==> src/hw/rtl/bilinear_warp_sampler_top_defines.svh <==
// assertion macros shared by the bilinear warp sampler rtl
`ifndef BILINEAR_WARP_SAMPLER_TOP_DEFINES_SVH
`define BILINEAR_WARP_SAMPLER_TOP_DEFINES_SVH

// same-cycle implication, checked out of reset
`define BWS_ASSERT_IMP(lbl, ante, cons) \
  lbl: assert property (@(posedge clk) disable iff (!rst_n) (ante) |-> (cons)) \
    else $error("bws same-cycle check failed");

// next-cycle implication, checked out of reset
`define BWS_ASSERT_NXT(lbl, ante, cons) \
  lbl: assert property (@(posedge clk) disable iff (!rst_n) (ante) |=> (cons)) \
    else $error("bws next-cycle check failed");

`endif

==> src/hw/rtl/bws_pkg.sv <==
// package with types, codes and constants of the bilinear warp sampler
`default_nettype none
package bws_pkg;

  // fixed field widths
  localparam int CFG_W     = 10;
  localparam int CFG_IDX_W = 2;
  localparam int IDX_W     = 10;
  localparam int PIX_W     = 8;
  localparam int PT_W      = 24;
  localparam int OUT_W     = 16;
  localparam int NBANK     = 4;

  // default geometry
  localparam int DEF_COL_BITS  = 10;
  localparam int DEF_ROW_BITS  = 10;
  localparam int DEF_FRAC_BITS = 8;

  // register indexes
  localparam logic [CFG_IDX_W-1:0] REG_MAX_COL = 2'd0;
  localparam logic [CFG_IDX_W-1:0] REG_MAX_ROW = 2'd1;

  // register reset values
  localparam logic [CFG_W-1:0] MAX_COL_RST = 10'd639;
  localparam logic [CFG_W-1:0] MAX_ROW_RST = 10'd479;

  // request codes
  localparam logic REQ_LOAD   = 1'b0;
  localparam logic REQ_SAMPLE = 1'b1;

  // neighbor mask bits: bit0 floor/floor, bit1 ceil col, bit2 ceil row, bit3 ceil/ceil
  typedef struct packed {
    logic       col_par;   // column parity of floor x
    logic       row_par;   // row parity of floor y
    logic       wx_zero;   // x fraction is zero
    logic       wy_zero;   // y fraction is zero
    logic [3:0] mask;      // neighbor inside image
    logic       last;      // last point of a set
  } side_t;

endpackage
`default_nettype wire

==> src/hw/rtl/bws_lerp.sv <==
// interpolation stages: row blends, then column blend and truncation
`default_nettype none
module bws_lerp #(
  parameter int FRAC_BITS = bws_pkg::DEF_FRAC_BITS
) (
  input  wire                           clk,
  input  wire                           en3,
  input  wire                           en4,
  input  wire  [bws_pkg::PIX_W-1:0]     data_i [bws_pkg::NBANK],
  input  wire  [FRAC_BITS-1:0]          wx_i,
  input  wire  [FRAC_BITS-1:0]          wy_i,
  input  wire  bws_pkg::side_t          side_i,
  output logic [bws_pkg::OUT_W-1:0]     intensity_r,
  output logic                          all_out_r,
  output logic                          last_r
);
  import bws_pkg::*;

  localparam int TW = FRAC_BITS + PIX_W;
  localparam int VW = 2 * FRAC_BITS + PIX_W;

  logic [FRAC_BITS:0]  one_fx;
  logic [1:0]          i00, i10, i01, i11;
  logic [PIX_W-1:0]    p00, p10, p01, p11;
  logic [FRAC_BITS:0]  wxc, wyc;
  logic [TW:0]         top_sum, bot_sum;
  logic [TW-1:0]       top3_r, bot3_r;
  logic [FRAC_BITS-1:0] wy3_r;
  logic                all_out3_r, last3_r;
  logic [VW:0]         val;

  // pick each neighbor from its bank, zero outside the image
  always_comb begin
    logic ar, bb;
    ar  = side_i.wx_zero ? side_i.col_par : ~side_i.col_par;
    bb  = side_i.wy_zero ? side_i.row_par : ~side_i.row_par;
    i00 = {side_i.row_par, side_i.col_par};
    i10 = {side_i.row_par, ar};
    i01 = {bb, side_i.col_par};
    i11 = {bb, ar};
    p00 = data_i[i00] & {PIX_W{side_i.mask[0]}};
    p10 = data_i[i10] & {PIX_W{side_i.mask[1]}};
    p01 = data_i[i01] & {PIX_W{side_i.mask[2]}};
    p11 = data_i[i11] & {PIX_W{side_i.mask[3]}};
  end

  // horizontal blends of both rows
  always_comb begin
    one_fx  = {1'b1, {FRAC_BITS{1'b0}}};
    wxc     = one_fx - {1'b0, wx_i};
    top_sum = (TW+1)'(wxc * p00) + (TW+1)'({1'b0, wx_i} * p10);
    bot_sum = (TW+1)'(wxc * p01) + (TW+1)'({1'b0, wx_i} * p11);
  end

  always_ff @(posedge clk) begin
    if (en3) begin
      top3_r     <= top_sum[TW-1:0];
      bot3_r     <= bot_sum[TW-1:0];
      wy3_r      <= wy_i;
      all_out3_r <= ~|side_i.mask;
      last3_r    <= side_i.last;
    end
  end

  // vertical blend, truncated to q8.8
  always_comb begin
    wyc = one_fx - {1'b0, wy3_r};
    val = (VW+1)'(wyc * top3_r) + (VW+1)'({1'b0, wy3_r} * bot3_r);
  end

  always_ff @(posedge clk) begin
    if (en4) begin
      intensity_r <= val[VW-1:VW-OUT_W];
      all_out_r   <= all_out3_r;
      last_r      <= last3_r;
    end
  end

endmodule
`default_nettype wire

==> config.mk <==
export PLATFORM = sky130hd
export DESIGN_NAME = bws_lerp
export DESIGN_NICKNAME = d
export VERILOG_FILES = /design/src/hw/rtl/bilinear_warp_sampler_top_defines.svh /design/src/hw/rtl/bws_pkg.sv /design/src/hw/rtl/bws_lerp.sv
export SDC_FILE = /design/constraint.sdc
export NUM_CORES = 1
export LEC_CHECK = 0
export BUFFER_PORTS_ARGS = -buffer_cell sky130_fd_sc_hd__buf_2
export CORE_MARGIN = 8
export CORE_UTILIZATION = 55
export DETAILED_ROUTE_END_ITERATION = 10
export PLACE_DENSITY = 0.83
export RECOVER_POWER = 25
export SYNTH_ARGS = -nofsm -noshare
export SYNTH_HDL_FRONTEND = slang
export SYNTH_SLANG_ARGS = --single-unit
==> constraint.sdc <==
create_clock -name clk -period 14.5 [get_ports clk]
set_input_delay 2.9 -clock clk [delete_from_list [all_inputs] [get_ports clk]]
set_output_delay 2.9 -clock clk [all_outputs]
set_load 0.01 [all_outputs]
==> flow_metrics.py <==
metrics = {
    "worst_setup_path": {
        "rrSetupSlack_ns": 6.83,
        "cp.required_ns": 14.72,
        "end_kind": "flop",
        "crit_path_end": "top3_r[15]",
        "r2r_start": "wy3_r[1]",
        "crit_fanout": 24,
        "path_class": "input port to flop",
        "reg2reg_to": "intensity_r[15]",
        "critPathLaunch": "wx_i[0]",
        "startpoint_type": "input port",
        "cp_data_arrival_time_ns": 10.10,
        "reg2regPathDepth": 21,
    },
    "timing": {
        "min_period_ns": 9.88,
        "fin_crit_sh_pct": 68.2,
        "clock.fmax_mhz": 101,
        "maxSlewHeadroom_pct": -58.5,
        "rsz0062_at_grt": "no",
        "drv_slew": 43,
        "finalSetupViolations": 0,
        "finalHoldViolations": 0,
        "tns_ns": 0,
        "finClkSkew_ns": 0.0158,
        "tightest_slew_ns": 2.38,
    },
    "routing": {
        "wl_per_cell_um": 17.8,
        "drt-initial-drc-count": 983,
        "avgViaCountPerCell": 5.46,
        "drc_errors": 0,
        "detail-route-antenna-nets": 0,
        "firstDrtPassIters": 5,
        "routed_wirelength_mm": 48.0,
        "num_vias": 14747,
    },
    "layout": {
        "finalCoreUtilization_pct": 58.5,
        "nNetsFinal": 2911,
        "num_antenna_cells": 0,
        "syn_to_final_growth_pct": 5.17,
        "drive_above_1_share_pct": 6.09,
        "fin_cells": 2701,
    },
    "synth": {
        "syn_avg_cell_area_um2": 9.23,
        "yosys-top-cells-count": "inv_1, fa_1, nand2_1, and2_1, ha_1",
        "synthMuxAreaShare_pct": 2.02,
        "synth-edff-count": 60,
        "ys_ff_latch": 60,
        "synth_area_leader_cell": "fa_1",
        "yosysWarnings": 0,
        "syn_area_um2": 20300,
        "postSynthCellCount": 2202,
        "synth_area_leaders": "fa_1, ha_1, inv_1, edfxtp_1, and2_1",
        "ys_async_sr_fraction_pct": 0,
        "synth.most_common_cell": "inv_1",
        "synthSimpleGateAreaFrac_pct": 15.6,
        "synthFlopType": "edfxtp_1",
        "synth_xor_area_share_pct": 3.43,
        "synthAdderAreaFrac_pct": 53.9,
        "yosysUniqueCellTypes": 59,
        "synth.yosys.seq_area_share_pct": 8.86,
        "synth_top_family_by_area": "adder cells",
        "syn_nets": 2885,
        "synth_top_area_share_pct": 41.6,
        "synth_compound_area_share_pct": 4.22,
    },
    "cts": {
        "cts_buffer_depth": 2,
        "clock_latency_ns": 0.35,
        "cts.htree.levels": 3,
        "cts_root_buf": "clkbuf_16",
        "post_cts_buffers": 0,
        "cts_resized": 0,
        "tritoncts": "built",
        "cts.sinks": 60,
        "cts-buffers-inserted": 9,
        "cts.clk_slew.worst_paths_ns": 0.06,
        "hold_buffers": 0,
    },
    "global_route": {
        "overflow": 0,
        "grt_pass1_wl_mm": 80.6,
        "grt_pass1_vias": 16527,
        "grt_max_degree": 43,
        "antenna_found_initial": 0,
        "grt_usage_pct": 22.9,
    },
    "floorplan": {
        "start_util_pct": 55.7,
        "ioPinCount": 78,
        "core.rowCount": 70,
        "die_y_um": 208,
        "fp.coreArea_um2": 36500,
        "fp.dieW_um": 208,
        "die_area_um2": 43400,
    },
    "placed_design": {
        "hpwl_mm": 40.4,
        "dp_cells": 2685,
        "portBuffers": 77,
        "gp_congestion": 0.953,
    },
    "hold_path": {
        "holdCritPathClass": "flop to flop",
    },
    "run_status": {
        "status": "finished, violations left",
        "violations": "max-capacitance violations, max-slew violations",
    },
    "job": {
        "maxCapViolations": 1,
    },
}
cell families after synthesis:
kind of cell             Yosys count
adder cells (fa/ha/maj)          623
buffers and inverters            640
flip-flops                        60
multiplexers                      32
AO/OA/AOI/OAI                    116
AND/OR/NAND/NOR                  656
XOR/XNOR                          75
flip-flops by register name (all words and copies together), names as in the netlist:
signal       count
all_out3_r       1
all_out_r        1
bot3_r          16
intensity_r     16
last3_r          1
last_r           1
top3_r          16
wy3_r            8
worst min path at each step:
stage	start	end	slack [ns]	cells past startpoint
6_report	last3_r	last_r	0.42	0
3_3_place_gp	all_out3_r	all_out_r	0.40	0
4_1_cts	last3_r	last_r	0.42	0
5_1_grt	last3_r	last_r	0.43	0
3_5_place_dp	last3_r	last_r	0.41	0
2_1_floorplan	all_out3_r	all_out_r	0.40	0
cells in the final DEF, fill, tap and decap left out, types with 4 or more instances in the layout:
cell type	count
xor2_1	20
nor2_1	95
and3_1	36
clkbuf_16	9
mux2_2	10
buf_2	72
o21a_1	7
o21bai_1	4
ha_1	201
mux2i_1	14
nand2b_1	4
or2_2	4
clkbuf_1	7
a31oi_1	5
nor3_1	7
buf_4	13
fa_1	422
a21oi_1	26
o211ai_2	4
and2_1	201
a21o_1	8
nand2_1	278
mux4_2	6
o21ai_0	13
edfxtp_1	60
o211ai_1	12
o211a_1	17
xnor2_2	4
xnor2_1	50
a211oi_1	6
nand4_1	8
inv_1	561
nand3_1	7
routing by layer:
| metal | routed length (µm) | GRT usage (%) | up-vias |
|---|---|---|---|
| li1 | - | - | 6608 |
| met1 | 19100 | 27.6 | 7460 |
| met2 | 23900 | 40.3 | 551 |
| met3 | 3220 | 3.94 | 128 |
| met4 | 1810 | 9.18 | 0 |
| met5 | 0 | 0 | - |
critical path, cell delays in order:
cell     delay, ns
buf_2         0.39
inv_1         0.31
nand3_1       0.28
nor3_1        0.09
xnor2_1       1.07
buf_4         0.33
nand2_1       0.08
fa_1          0.51
fa_1          0.55
inv_1         0.05
fa_1          0.49
fa_1          0.52
fa_1          0.49
inv_1         0.05
fa_1          0.47
inv_1         0.04
ha_1          0.34
a21o_1        0.20
a21oi_1       0.25
a31oi_1       0.18
or4_1         0.42
nand3_1       0.09
layout make-up:
class                   count  area, µm²
inverters                 565       2120
clock inverters             5       52.6
clock buffers              11        233
flip-flops and latches     60       1800
repair buffers             90        477
well taps                 468        586
multi-input cells        1502      16100
fillers                  3062      15100
through the flow:
step           hold WS (ns)  cell area, µm²  setup slack [ns]
2_1_floorplan         0.400           20300              5.48
3_3_place_gp          0.402           21100              4.57
3_5_place_dp          0.407           21100              4.44
4_1_cts               0.420           21400              4.77
5_1_grt               0.426           21400              4.31
6_report              0.418           21400              4.62
Power is not shown: default switching activity piles up to over one toggle a cycle in this logic, so the estimate is an artifact.
