**src/hw/rtl/bilinear_warp_sampler_top_defines.svh**
```systemverilog
// assertion macros shared by the bilinear warp sampler rtl
`ifndef BILINEAR_WARP_SAMPLER_TOP_DEFINES_SVH
`define BILINEAR_WARP_SAMPLER_TOP_DEFINES_SVH

// same-cycle implication, checked out of reset
`define BWS_ASSERT_IMP(lbl, ante, cons) \
  lbl: assert property (@(posedge clk) disable iff (!rst_n) (ante) |-> (cons)) \
    else $error("bws same-cycle check failed");

// next-cycle implication, checked out of reset
`define BWS_ASSERT_NXT(lbl, ante, cons) \
  lbl: assert property (@(posedge clk) disable iff (!rst_n) (ante) |=> (cons)) \
    else $error("bws next-cycle check failed");

`endif

```
**src/hw/rtl/bws_pkg.sv**
```systemverilog
// package with types, codes and constants of the bilinear warp sampler
`default_nettype none
package bws_pkg;

  // fixed field widths
  localparam int CFG_W     = 10;
  localparam int CFG_IDX_W = 2;
  localparam int IDX_W     = 10;
  localparam int PIX_W     = 8;
  localparam int PT_W      = 24;
  localparam int OUT_W     = 16;
  localparam int NBANK     = 4;

  // default geometry
  localparam int DEF_COL_BITS  = 10;
  localparam int DEF_ROW_BITS  = 10;
  localparam int DEF_FRAC_BITS = 8;

  // register indexes
  localparam logic [CFG_IDX_W-1:0] REG_MAX_COL = 2'd0;
  localparam logic [CFG_IDX_W-1:0] REG_MAX_ROW = 2'd1;

  // register reset values
  localparam logic [CFG_W-1:0] MAX_COL_RST = 10'd639;
  localparam logic [CFG_W-1:0] MAX_ROW_RST = 10'd479;

  // request codes
  localparam logic REQ_LOAD   = 1'b0;
  localparam logic REQ_SAMPLE = 1'b1;

  // neighbor mask bits: bit0 floor/floor, bit1 ceil col, bit2 ceil row, bit3 ceil/ceil
  typedef struct packed {
    logic       col_par;   // column parity of floor x
    logic       row_par;   // row parity of floor y
    logic       wx_zero;   // x fraction is zero
    logic       wy_zero;   // y fraction is zero
    logic [3:0] mask;      // neighbor inside image
    logic       last;      // last point of a set
  } side_t;

endpackage
`default_nettype wire

```
**src/hw/rtl/bws_front.sv**
```systemverilog
// first stage: floor, fraction, bounds tests and bank addresses
`default_nettype none
module bws_front #(
  parameter int COL_BITS  = bws_pkg::DEF_COL_BITS,
  parameter int ROW_BITS  = bws_pkg::DEF_ROW_BITS,
  parameter int FRAC_BITS = bws_pkg::DEF_FRAC_BITS
) (
  input  wire                                clk,
  input  wire                                en,
  input  wire  [bws_pkg::CFG_W-1:0]          max_col_i,
  input  wire  [bws_pkg::CFG_W-1:0]          max_row_i,
  input  wire                                req_type_i,
  input  wire  [bws_pkg::IDX_W-1:0]          pixel_col_i,
  input  wire  [bws_pkg::IDX_W-1:0]          pixel_row_i,
  input  wire  [bws_pkg::PIX_W-1:0]          pixel_value_i,
  input  wire  signed [bws_pkg::PT_W-1:0]    point_x_i,
  input  wire  signed [bws_pkg::PT_W-1:0]    point_y_i,
  input  wire                                last_i,
  output logic                               ld_r,
  output logic [1:0]                         wr_bank_r,
  output logic [COL_BITS+ROW_BITS-3:0]       wr_addr_r,
  output logic [bws_pkg::PIX_W-1:0]          wr_data_r,
  output logic [COL_BITS+ROW_BITS-3:0]       rd_addr_r [bws_pkg::NBANK],
  output logic [FRAC_BITS-1:0]               wx_r,
  output logic [FRAC_BITS-1:0]               wy_r,
  output bws_pkg::side_t                     side_r
);
  import bws_pkg::*;

  localparam int IW   = PT_W - FRAC_BITS;
  localparam int BA_W = COL_BITS + ROW_BITS - 2;

  logic signed [IW-1:0]   fx, fy;
  logic signed [IW-1:0]   col_lim, row_lim;
  logic signed [PT_W-1:0] x_lim, y_lim;
  logic                   fxo, fyo, xo, yo;
  logic [COL_BITS-1:0]    c0, c1;
  logic [ROW_BITS-1:0]    r0, r1;
  logic [COL_BITS+IDX_W-1:0] colx;
  logic [ROW_BITS+IDX_W-1:0] rowx;
  logic [COL_BITS-1:0]    cw;
  logic [ROW_BITS-1:0]    rw;
  logic [BA_W-1:0]        rd_addr_nxt [NBANK];
  side_t                  side_nxt;

  // floor parts and bounds tests
  always_comb begin
    fx      = point_x_i[PT_W-1:FRAC_BITS];
    fy      = point_y_i[PT_W-1:FRAC_BITS];
    col_lim = {{(IW-CFG_W){1'b0}}, max_col_i};
    row_lim = {{(IW-CFG_W){1'b0}}, max_row_i};
    x_lim   = {{(PT_W-CFG_W-FRAC_BITS){1'b0}}, max_col_i, {FRAC_BITS{1'b0}}};
    y_lim   = {{(PT_W-CFG_W-FRAC_BITS){1'b0}}, max_row_i, {FRAC_BITS{1'b0}}};
    fxo     = fx[IW-1] | (fx > col_lim);
    fyo     = fy[IW-1] | (fy > row_lim);
    xo      = point_x_i[PT_W-1] | (point_x_i > x_lim);
    yo      = point_y_i[PT_W-1] | (point_y_i > y_lim);
  end

  // neighbor coordinates and one read address per parity bank
  always_comb begin
    logic [COL_BITS-1:0] ck;
    logic [ROW_BITS-1:0] rk;
    c0 = fx[COL_BITS-1:0];
    c1 = c0 + COL_BITS'(1);
    r0 = fy[ROW_BITS-1:0];
    r1 = r0 + ROW_BITS'(1);
    ck = c0;
    rk = r0;
    for (int k = 0; k < NBANK; k++) begin
      ck = (c0[0] == k[0]) ? c0 : c1;
      rk = (r0[0] == k[1]) ? r0 : r1;
      rd_addr_nxt[k] = {rk[ROW_BITS-1:1], ck[COL_BITS-1:1]};
    end
  end

  // load address, wrapped to the memory size
  always_comb begin
    colx = {{COL_BITS{1'b0}}, pixel_col_i};
    rowx = {{ROW_BITS{1'b0}}, pixel_row_i};
    cw   = colx[COL_BITS-1:0];
    rw   = rowx[ROW_BITS-1:0];
  end

  // sideband flags
  always_comb begin
    side_nxt.col_par = c0[0];
    side_nxt.row_par = r0[0];
    side_nxt.wx_zero = ~|point_x_i[FRAC_BITS-1:0];
    side_nxt.wy_zero = ~|point_y_i[FRAC_BITS-1:0];
    side_nxt.mask    = {~(xo | yo), ~(fxo | yo), ~(xo | fyo), ~(fxo | fyo)};
    side_nxt.last    = last_i;
  end

  // stage register
  always_ff @(posedge clk) begin
    if (en) begin
      ld_r      <= (req_type_i == REQ_LOAD);
      wr_bank_r <= {rw[0], cw[0]};
      wr_addr_r <= {rw[ROW_BITS-1:1], cw[COL_BITS-1:1]};
      wr_data_r <= pixel_value_i;
      rd_addr_r <= rd_addr_nxt;
      wx_r      <= point_x_i[FRAC_BITS-1:0];
      wy_r      <= point_y_i[FRAC_BITS-1:0];
      side_r    <= side_nxt;
    end
  end

endmodule
`default_nettype wire

```
**config.mk**
```make
export PLATFORM = sky130hd
export DESIGN_NAME = bws_front
export DESIGN_NICKNAME = d
export VERILOG_FILES = /design/src/hw/rtl/bilinear_warp_sampler_top_defines.svh /design/src/hw/rtl/bws_pkg.sv /design/src/hw/rtl/bws_front.sv
export SDC_FILE = /design/constraint.sdc
export NUM_CORES = 1
export LEC_CHECK = 0
export BUFFER_PORTS_ARGS = -buffer_cell sky130_fd_sc_hd__buf_2
export CORE_MARGIN = 5
export CORE_UTILIZATION = 45
export CTS_CLUSTER_DIAMETER = 60
export DETAILED_ROUTE_END_ITERATION = 10
export PLACE_DENSITY = 0.81
export SETUP_SLACK_MARGIN = 0.4
export SYNTH_ARGS = -nofsm -noshare
export SYNTH_HDL_FRONTEND = slang
export SYNTH_SLANG_ARGS = --single-unit
```
**constraint.sdc**
```tcl
create_clock -name clk -period 2.8 [get_ports clk]
set_input_delay 0.28 -clock clk [delete_from_list [all_inputs] [get_ports clk]]
set_output_delay 0.28 -clock clk [all_outputs]
set_load 0.02 [all_outputs]
```
==> impl_metrics.yaml, run 1 <==
drt:
  first_pass_iters: 4
  routed_wl_mm: 9.75
  via_per_inst: 4.81
  postRouteAntennaNets: 0
  vias: 2848
  drc_errors: 0
  drt_iter0_drc: 131
  wire_per_inst_um: 16.5
pwr:
  ir_drop_mv: 0.268
  p_leak_nw: 2.38
  p_per_area_nw_per_um2: 594
global_route:
  grt.total_usage_pct: 17.4
  grt_pass1_wl_mm: 15.3
  antenna_found_initial: 0
  grt_pass1_vias: 2982
  overflow: 0
  grt_start_max_net_pins: 47
sta:
  finalMaxSlewViolations: 0
  final.setup.tns_ns: 0
  fmax_mhz: 562
  setup_violations: 0
  final_hold_viol_count: 0
  worst_pin_slew_ns: 0.580
  maxSlewHeadroom_pct: 61.3
  period_needed_ns: 1.78
  whs_ns: 0.0948
  min_period_over_period_pct: 63.5
  rsz0062_at_grt: "no"
yosys:
  synth_fp_nets: 411
  synth-edff-count: 90
  yosys_warnings: 0
  syn_inst: 287
  syn_area_um2: 4070
  synth_area_leaders: "edfxtp_1 66%, ha_1 7.4%, buf_4 6.6%, xnor2_1 3.9%, inv_1 2.1%"
  yosysTopAreaCell: "edfxtp_1"
  synth-main-ff-cell: "edfxtp_1"
  syn_area_per_cell_um2: 14.2
  ys_async_sr_fraction_pct: 0
  ys_seq_area_share_pct: 66.4
  synth_top_area_share_pct: 66.4
  synth.distinct_cells: 31
  ys_ff_latch: 90
setup_path:
  cp_max_fo: 11
  crit_path_end_kind: "register"
  arrival_ns: 1.97
  start_kind: "primary input"
  worstSetupPathType: "primary input to register"
  crit_required_ns: 2.99
layout:
  final_cell_mix: "224 x buf_2, 90 x edfxtp_1, 24 x ha_1, 23 x inv_1, 18 x xnor2_1"
  final_common_cell: "buf_2"
  syn_to_final_growth_pct: 29.1
  drive_above_1_share_pct: 50.6
  regArea_um2: 2700
  fill_cells: 702
  n_antenna_cell: 0
  fin_nets: 603
  multi_input_area_um2: 978
cts:
  cts_tree: "done"
  postCtsSetupRepairBufs: 0
  htree_levels: 3
  cts_buffers: 9
  clock-sinks: 90
  postCtsResizedCells: 0
  ctsHoldBuffers: 0
  clockBufferDepth: 2
  cts-root-buf: "clkbuf_8"
  clk_pin_slew_worst_paths_ns: 0.10
run:
  max_cap_violations: 0
die:
  design.die.area_um2: 11100
  fp.dieW_um: 105
  start_util_pct: 46.5
  die_y_um: 105
  rows: 34
  pin_count: 226
  core_area_um2: 8760
place:
  gp_congestion: 0.836
  dp_hpwl_mm: 7.88
  port_buffers: 225
status:
  outcome: "finished clean"
min_path:
  hp-class: "primary input to register"
routing by layer:
metal	up-vias	share of wire (%)	global-route usage, %
li1	1381	-	-
met1	1313	37	19.2
met2	140	53	31.5
met3	14	8.2	5.30
met4	0	1.7	5.94
met5	-	0	0
stage by stage:
step / power, mW / cell area [um^2] / cells / utilization, % / setup WS (ns)
2_1_floorplan: 2.02 / 4070 / 287 / - / 0.747
3_3_place_gp: 2.23 / 5050 / 576 / 57.6 / 0.723
3_5_place_dp: 2.24 / 5050 / 576 / 57.6 / 0.643
4_1_cts: 3.16 / 5260 / 592 / 60.0 / 1.02
5_1_grt: 3.27 / 5260 / 592 / 60.0 / 0.896
6_report: 3.12 / 5260 / 592 / 60.0 / 1.02
layout make-up:
type / instances / area share (%)
Clock buffer: 9 / 2.36
Clock inverter: 7 / 1.57
Inverter: 23 / 1.64
Multi-Input combinational cell: 129 / 18.6
Sequential cell: 90 / 51.4
Tap cell: 108 / 2.57
Timing Repair Buffer: 226 / 21.8
worst max-delay path, stage by stage:
cell	delay, ns
buf_2	0.19
inv_1	0.09
ha_1	0.28
nand4_1	0.08
or4_1	0.53
or3_1	0.35
a22oi_1	0.16
Yosys cell counts, types with 2 or more instances:
cell       n
a21o_1     2
a21oi_1    4
a22oi_1    4
and3_1     5
buf_4     36
clkbuf_1   9
edfxtp_1  90
ha_1      24
inv_1     23
nand2_1   13
nand3_1    6
nand4_1    8
nor2_1     7
nor2b_1    4
nor3_1     3
nor4_1     2
o211ai_1   2
o21ai_0    3
or2_2      2
or3_1      3
or4_1      5
xnor2_1   18
xor2_1     6
final timing paths:
kind / start / end / slack [ns] / cells after the start
worst max-delay path: point_x_i[8] / side_r[4]$_DFFE_PP_ / 1.02 / 7
worst min-delay path: pixel_row_i[2] / wr_addr_r[10]$_DFFE_PP_ / 0.09 / 1
flip-flops by register name (all words and copies together) (netlist names):
signal	count
ld_r	1
rd_addr_r	36
side_r	9
wr_addr_r	18
wr_bank_r	2
wr_data_r	8
wx_r	8
wy_r	8
power breakdown:
part / internal, mW / switching [mW] / leakage, nW / total [mW]
Combinational: 0.199 / 0.370 / 1.40 / 0.569
Sequential: 1.60 / 0.0343 / 0.879 / 1.64
Clock: 0.427 / 0.491 / 0.0984 / 0.918
Total: 2.23 / 0.896 / 2.38 / 3.12
cells by family after synthesis:
kind of cell,synth area share [%]
buffers and inverters,9.59
DFF,66.4
and+or+nand+nor,8.21
adders and majority gates,7.38
AOI/OAI and AO/OA,3.29
xor gates and xnor gates,5.16
No activity file was read; power rests on OpenSTA's default activity.
==> run 2, diff against run 1 <==
--- a/config.mk
+++ b/config.mk
@@ -7,10 +7,10 @@
 export LEC_CHECK = 0
 export BUFFER_PORTS_ARGS = -buffer_cell sky130_fd_sc_hd__buf_2
 export CORE_MARGIN = 5
-export CORE_UTILIZATION = 45
+export CORE_UTILIZATION = 40
 export CTS_CLUSTER_DIAMETER = 60
 export DETAILED_ROUTE_END_ITERATION = 10
-export PLACE_DENSITY = 0.81
+export PLACE_DENSITY = 0.76
 export SETUP_SLACK_MARGIN = 0.4
 export SYNTH_ARGS = -nofsm -noshare
 export SYNTH_HDL_FRONTEND = slang
==> constraint.sdc (replaced) <==
create_clock -name clk -period 1.45 [get_ports clk]
set_input_delay 0.145 -clock clk [delete_from_list [all_inputs] [get_ports clk]]
set_output_delay 0.145 -clock clk [all_outputs]
set_load 0.02 [all_outputs]
==> run 2 against run 1 <==
The run now ends with negative setup slack left; sequential share of layout area shrank 14 points; die area grew 11%; sequential power grew 98%; non-clock buffer count grew 85; worst setup slack lost 1.1 ns; critical path type unchanged; largest cell class is now buffers; largest power group unchanged; highest routed layer unchanged.
==> impl_metrics.yaml, run 2 (synthesis gave the netlist of run 1 again) <==
sta:
  worst_pin_slew_ns: 0.374
  maxSlewHeadroom_pct: 74.8
  min_period_over_period_pct: 104
  setup_violations: 3
  finalMaxSlewViolations: 0
  setup_slack_ns: -0.0525
  rsz0062_at_grt: "yes"
  fmax_mhz: 666
  period_needed_ns: 1.50
  whs_ns: 0.0321
  final_hold_viol_count: 0
layout:
  final_cell_mix: "145 x buf_6, 90 x edfxtp_1, 77 x buf_2, 45 x dlygate4sd3_1, 40 x buf_4"
  largestRegisters: "rd_addr_r x36, wr_addr_r x18, side_r x9"
  utilization_pct: 74.0
  final_cells: 702
  syn_to_final_growth_pct: 79.3
  largest_reg_flops: 36
  fin_nets: 688
  fill_cells: 582
  regMostFlops: "rd_addr_r"
  n_antenna_cell: 0
  final_common_cell: "buf_6"
  drive_above_1_share_pct: 59.1
global_route:
  antenna_found_initial: 0
  grt.total_usage_pct: 19.8
  overflow: 0
  grt_pass1_wl_mm: 19.3
  grt_start_max_net_pins: 48
  grt_pass1_vias: 3728
die:
  design.die.area_um2: 12300
  rows: 36
  die_y_um: 111
  pin_count: 226
  start_util_pct: 41.3
  fp.dieW_um: 111
  core_area_um2: 9860
status:
  violations: "negative setup slack"
  outcome: "finished, violations left"
pwr:
  p_leak_nw: 3.07
  total_power_mw: 6.72
  p_per_area_nw_per_um2: 920
  ir_drop_mv: 0.510
cts:
  clock-sinks: 90
  cts_tree: "done"
  clockBufferDepth: 2
  htree_levels: 3
  clk_pin_slew_worst_paths_ns: 0.10
  cts_buffers: 9
  cts-root-buf: "clkbuf_8"
run:
  max_cap_violations: 0
drt:
  route.top_layer_used: "met4"
  drt_iter0_drc: 173
  drc_errors: 0
  first_pass_iters: 4
  wire_per_inst_um: 18.2
  drt-met1-wl_mm: 4.42
  via_per_inst: 4.74
  postRouteAntennaNets: 0
  wl_met3_um: 862
  wl_met2_mm: 7.14
  routed_wl_mm: 12.8
  vias: 3327
setup_path:
  crit_path_end_kind: "register"
  cp_max_fo: 2
  worstSetupPathType: "primary input to register"
  arrival_ns: 1.70
  crit_required_ns: 1.65
  start_kind: "primary input"
place:
  placed_cells: 637
  pre_cts_ws_ns: -0.488
  port_buffers: 225
  gp_congestion: 0.894
  dp_hpwl_mm: 7.97
min_path:
  hp-class: "primary input to register"
==> run 2: cell count changes in the layout (fill, tap and decap cells not counted), sizes merged <==
cell,change
dlygate4sd3,+45
bufinv,-1
inv,+1
buf,+40
==> run 2: area by class of cell <==
type	count	area [um^2]	area share, %
clock buffers	9	124	1.70
inverters	23	86.3	1.18
multi-input cells	129	1310	18.0
flip-flops and latches	90	2700	37.0
well taps	133	166	2.28
repair buffers	311	2840	38.9
clock inverters	7	68.8	0.943
==> run 2: power by group <==
| part | switching (mW) | total [mW] | internal (mW) | leakage [nW] |
|---|---|---|---|---|
| clock | 1.02 | 1.69 | 0.675 | 0.0933 |
| combinational | 0.832 | 1.77 | 0.941 | 2.09 |
| sequential | 0.150 | 3.25 | 3.10 | 0.879 |
| total | 2.00 | 6.72 | 4.72 | 3.07 |
==> run 2: path summary, 6_finish.rpt <==
path	cells past startpoint	start	to	slack, ns
max	6	point_x_i[12]	side_r[2]$_DFFE_PP_	-0.05
min	1	point_x_i[17]	rd_addr_r[44]$_DFFE_PP_	0.03
==> run 2: metrics by stage <==
stage / setup TNS, ns / area [um^2]
floorplan: -0.756 / 4210
CTS: -0.0496 / 7120
detailed placement: -1.86 / 5480
global route: -0.189 / 7300
finish: -0.0962 / 7300
global placement: -1.66 / 5480
==> run 2: metal layers <==
| metal | track usage (%) | vias up |
|---|---|---|
| met5 | 0 | - |
| met4 | 7.47 | 0 |
| met3 | 5.51 | 27 |
| met2 | 37.9 | 149 |
| met1 | 20.3 | 1596 |
| li1 | - | 1555 |
==> run 2: what timing repair did <==
action / 4_1_cts / 5_1_grt
resized for setup: 265 / 49
setup endpoints to repair: 112 / 134
hold buffers: 45 / 0
buffers inserted: 4 / 0
pin swaps: 23 / 6
hold endpoints to repair: 45 / 0
==> run 2: critical path, stage by stage <==
cell	delay, ns
buf_2	0.12
ha_4	0.26
nand4_1	0.11
or4_4	0.52
or3_4	0.39
a22oi_2	0.15
==> run 3, diff against run 2 <==
--- a/config.mk
+++ b/config.mk
@@ -6,10 +6,11 @@
 export NUM_CORES = 1
 export LEC_CHECK = 0
 export BUFFER_PORTS_ARGS = -buffer_cell sky130_fd_sc_hd__buf_2
-export CORE_MARGIN = 5
+export CORE_MARGIN = 4
 export CORE_UTILIZATION = 40
 export CTS_CLUSTER_DIAMETER = 60
 export DETAILED_ROUTE_END_ITERATION = 10
+export GPL_ROUTABILITY_DRIVEN = 0
 export PLACE_DENSITY = 0.76
 export SETUP_SLACK_MARGIN = 0.4
 export SYNTH_ARGS = -nofsm -noshare
==> run 3 against run 2 <==
Maximum frequency rose by 1.3%; die area fell by 3.6%; the run still ends with negative setup slack left; final area is 0.36% higher; power is 0.90% higher; worst setup slack improved by 0.019 ns; highest routed layer unchanged; global-route usage grew 1.3 points; largest power group unchanged; flip-flop and latch count unchanged.
==> impl_metrics.yaml, run 3 (synthesis gave the netlist of run 1 again) <==
status:
  outcome: "finished, violations left"
  violations: "negative setup slack"
sta:
  worst_pin_slew_ns: 0.377
  maxSlewHeadroom_pct: 74.6
  setup_slack_ns: -0.0337
  min_period_over_period_pct: 102
  period_needed_ns: 1.48
  finalMaxSlewViolations: 0
  final_hold_viol_count: 0
  fmax_mhz: 674
  setup_violations: 3
  rsz0062_at_grt: "yes"
setup_path:
  arrival_ns: 1.69
  crit_required_ns: 1.65
  crit_path_end_kind: "register"
  start_kind: "primary input"
  worstSetupPathType: "primary input to register"
  cp_max_fo: 2
  crit_path_start: "max_col_i[6]"
die:
  design.die.area_um2: 11900
  core_area_um2: 9860
  die_y_um: 109
  fp.dieW_um: 109
  pin_count: 226
  rows: 36
  start_util_pct: 41.3
pwr:
  p_per_area_nw_per_um2: 925
  ir_drop_mv: 0.466
  p_leak_nw: 3.08
cts:
  cts-root-buf: "clkbuf_8"
  cts_buffers: 9
  clock-sinks: 90
  cts_tree: "done"
  clk_pin_slew_worst_paths_ns: 0.10
  htree_levels: 3
  clockBufferDepth: 2
drt:
  drt_iter0_drc: 134
  drc_errors: 0
  vias: 3388
  routed_wl_mm: 13.7
  first_pass_iters: 4
  postRouteAntennaNets: 0
  wire_per_inst_um: 19.4
  via_per_inst: 4.80
place:
  port_buffers: 225
  dp_hpwl_mm: 7.88
  placed_cells: 637
  placed_area_um2: 5480
global_route:
  grt.total_usage_pct: 21.1
  overflow: 0
  grt_pass1_vias: 3637
  grt_pass1_wl_mm: 18.7
  grt_start_max_net_pins: 52
  antenna_found_initial: 0
layout:
  final_cell_mix: "148 x buf_6, 90 x edfxtp_1, 78 x buf_2, 46 x dlygate4sd3_1, 40 x buf_4"
  largestRegisters: "rd_addr_r x36, wr_addr_r x18, side_r x9"
  final_cells: 706
  regMostFlops: "rd_addr_r"
  largest_reg_flops: 36
  final_common_cell: "buf_6"
  final_area_um2: 7330
  drive_above_1_share_pct: 59.0
  regArea_um2: 2700
  n_antenna_cell: 0
  syn_to_final_growth_pct: 80.0
  multi_input_area_um2: 1300
  fin_nets: 692
  fill_cells: 567
min_path:
  hp-class: "primary input to register"
  hold_start: "point_x_i[13]"
  hold_depth: 2
run:
  max_cap_violations: 0
run 3: cell types whose count changed in the layout (fill, tap and decap cells not counted), moves of 2 or more:
cell / delta
buf_6: +3
clkinv_8: +2
inv_1: +3
inv_2: -4
inv_8: -3
nor3_1: -2
nor3_2: +2
run 3: final cells by class:
cell class,instances,share of cell area [%]
Tap cell,133,2.27
Inverter,23,1.21
Clock inverter,7,1.02
Sequential cell,90,36.9
Clock buffer,9,1.69
Timing Repair Buffer,315,39.2
Multi-Input combinational cell,129,17.7
run 3: worst max-delay path: stages:
cell and delay (ns):
buf_6 0.08, inv_4 0.03, ha_4 0.25, nand4_1 0.16, or4_4 0.53, or3_4 0.36
a22oi_2 0.14
run 3: timing repair:
action | 4_1_cts | 5_1_grt
endpoints found under the hold margin | 46 | 0
gates resized for setup | 267 | 48
pin swaps | 5 | 9
endpoints found under the setup margin | 126 | 134
cloned | 0 | 0
hold buffers | 46 | 0
setup buffers | 5 | 2
run 3: metal layers:
| layer | vias to the layer above | GRT usage [%] | part of all wire [%] |
|---|---|---|---|
| li1 | 1565 | - | - |
| met1 | 1609 | 20.6 | 33 |
| met2 | 173 | 42.1 | 57 |
| met3 | 41 | 4.14 | 5.9 |
| met4 | 0 | 9.02 | 4.1 |
| met5 | - | 0 | 0 |
run 3: worst paths after layout:
path	endpoint
worst max-delay path	side_r[4]$_DFFE_PP_
worst min-delay path	rd_addr_r[40]$_DFFE_PP_
run 3: power breakdown:
| part | internal [mW] | switching, mW |
|---|---|---|
| logic | 0.939 | 0.841 |
| registers | 3.10 | 0.160 |
| clock network | 0.670 | 1.07 |
run 3: metrics by stage:
stage                     utilization, %  power [mW]  hold slack [ns]  setup WS [ns]  setup TNS [ns]
after global placement              55.6        4.41            0.322         -0.450           -1.65
after floorplan                        -        3.92            0.244         -0.254          -0.756
after CTS                           71.8        6.63           0.0630        -0.0431          -0.104
after detailed placement            55.6        4.44            0.323         -0.530           -1.97
after global routing                74.3        7.05           0.0617        -0.0644          -0.154
final                               74.3        6.78           0.0750        -0.0337         -0.0711
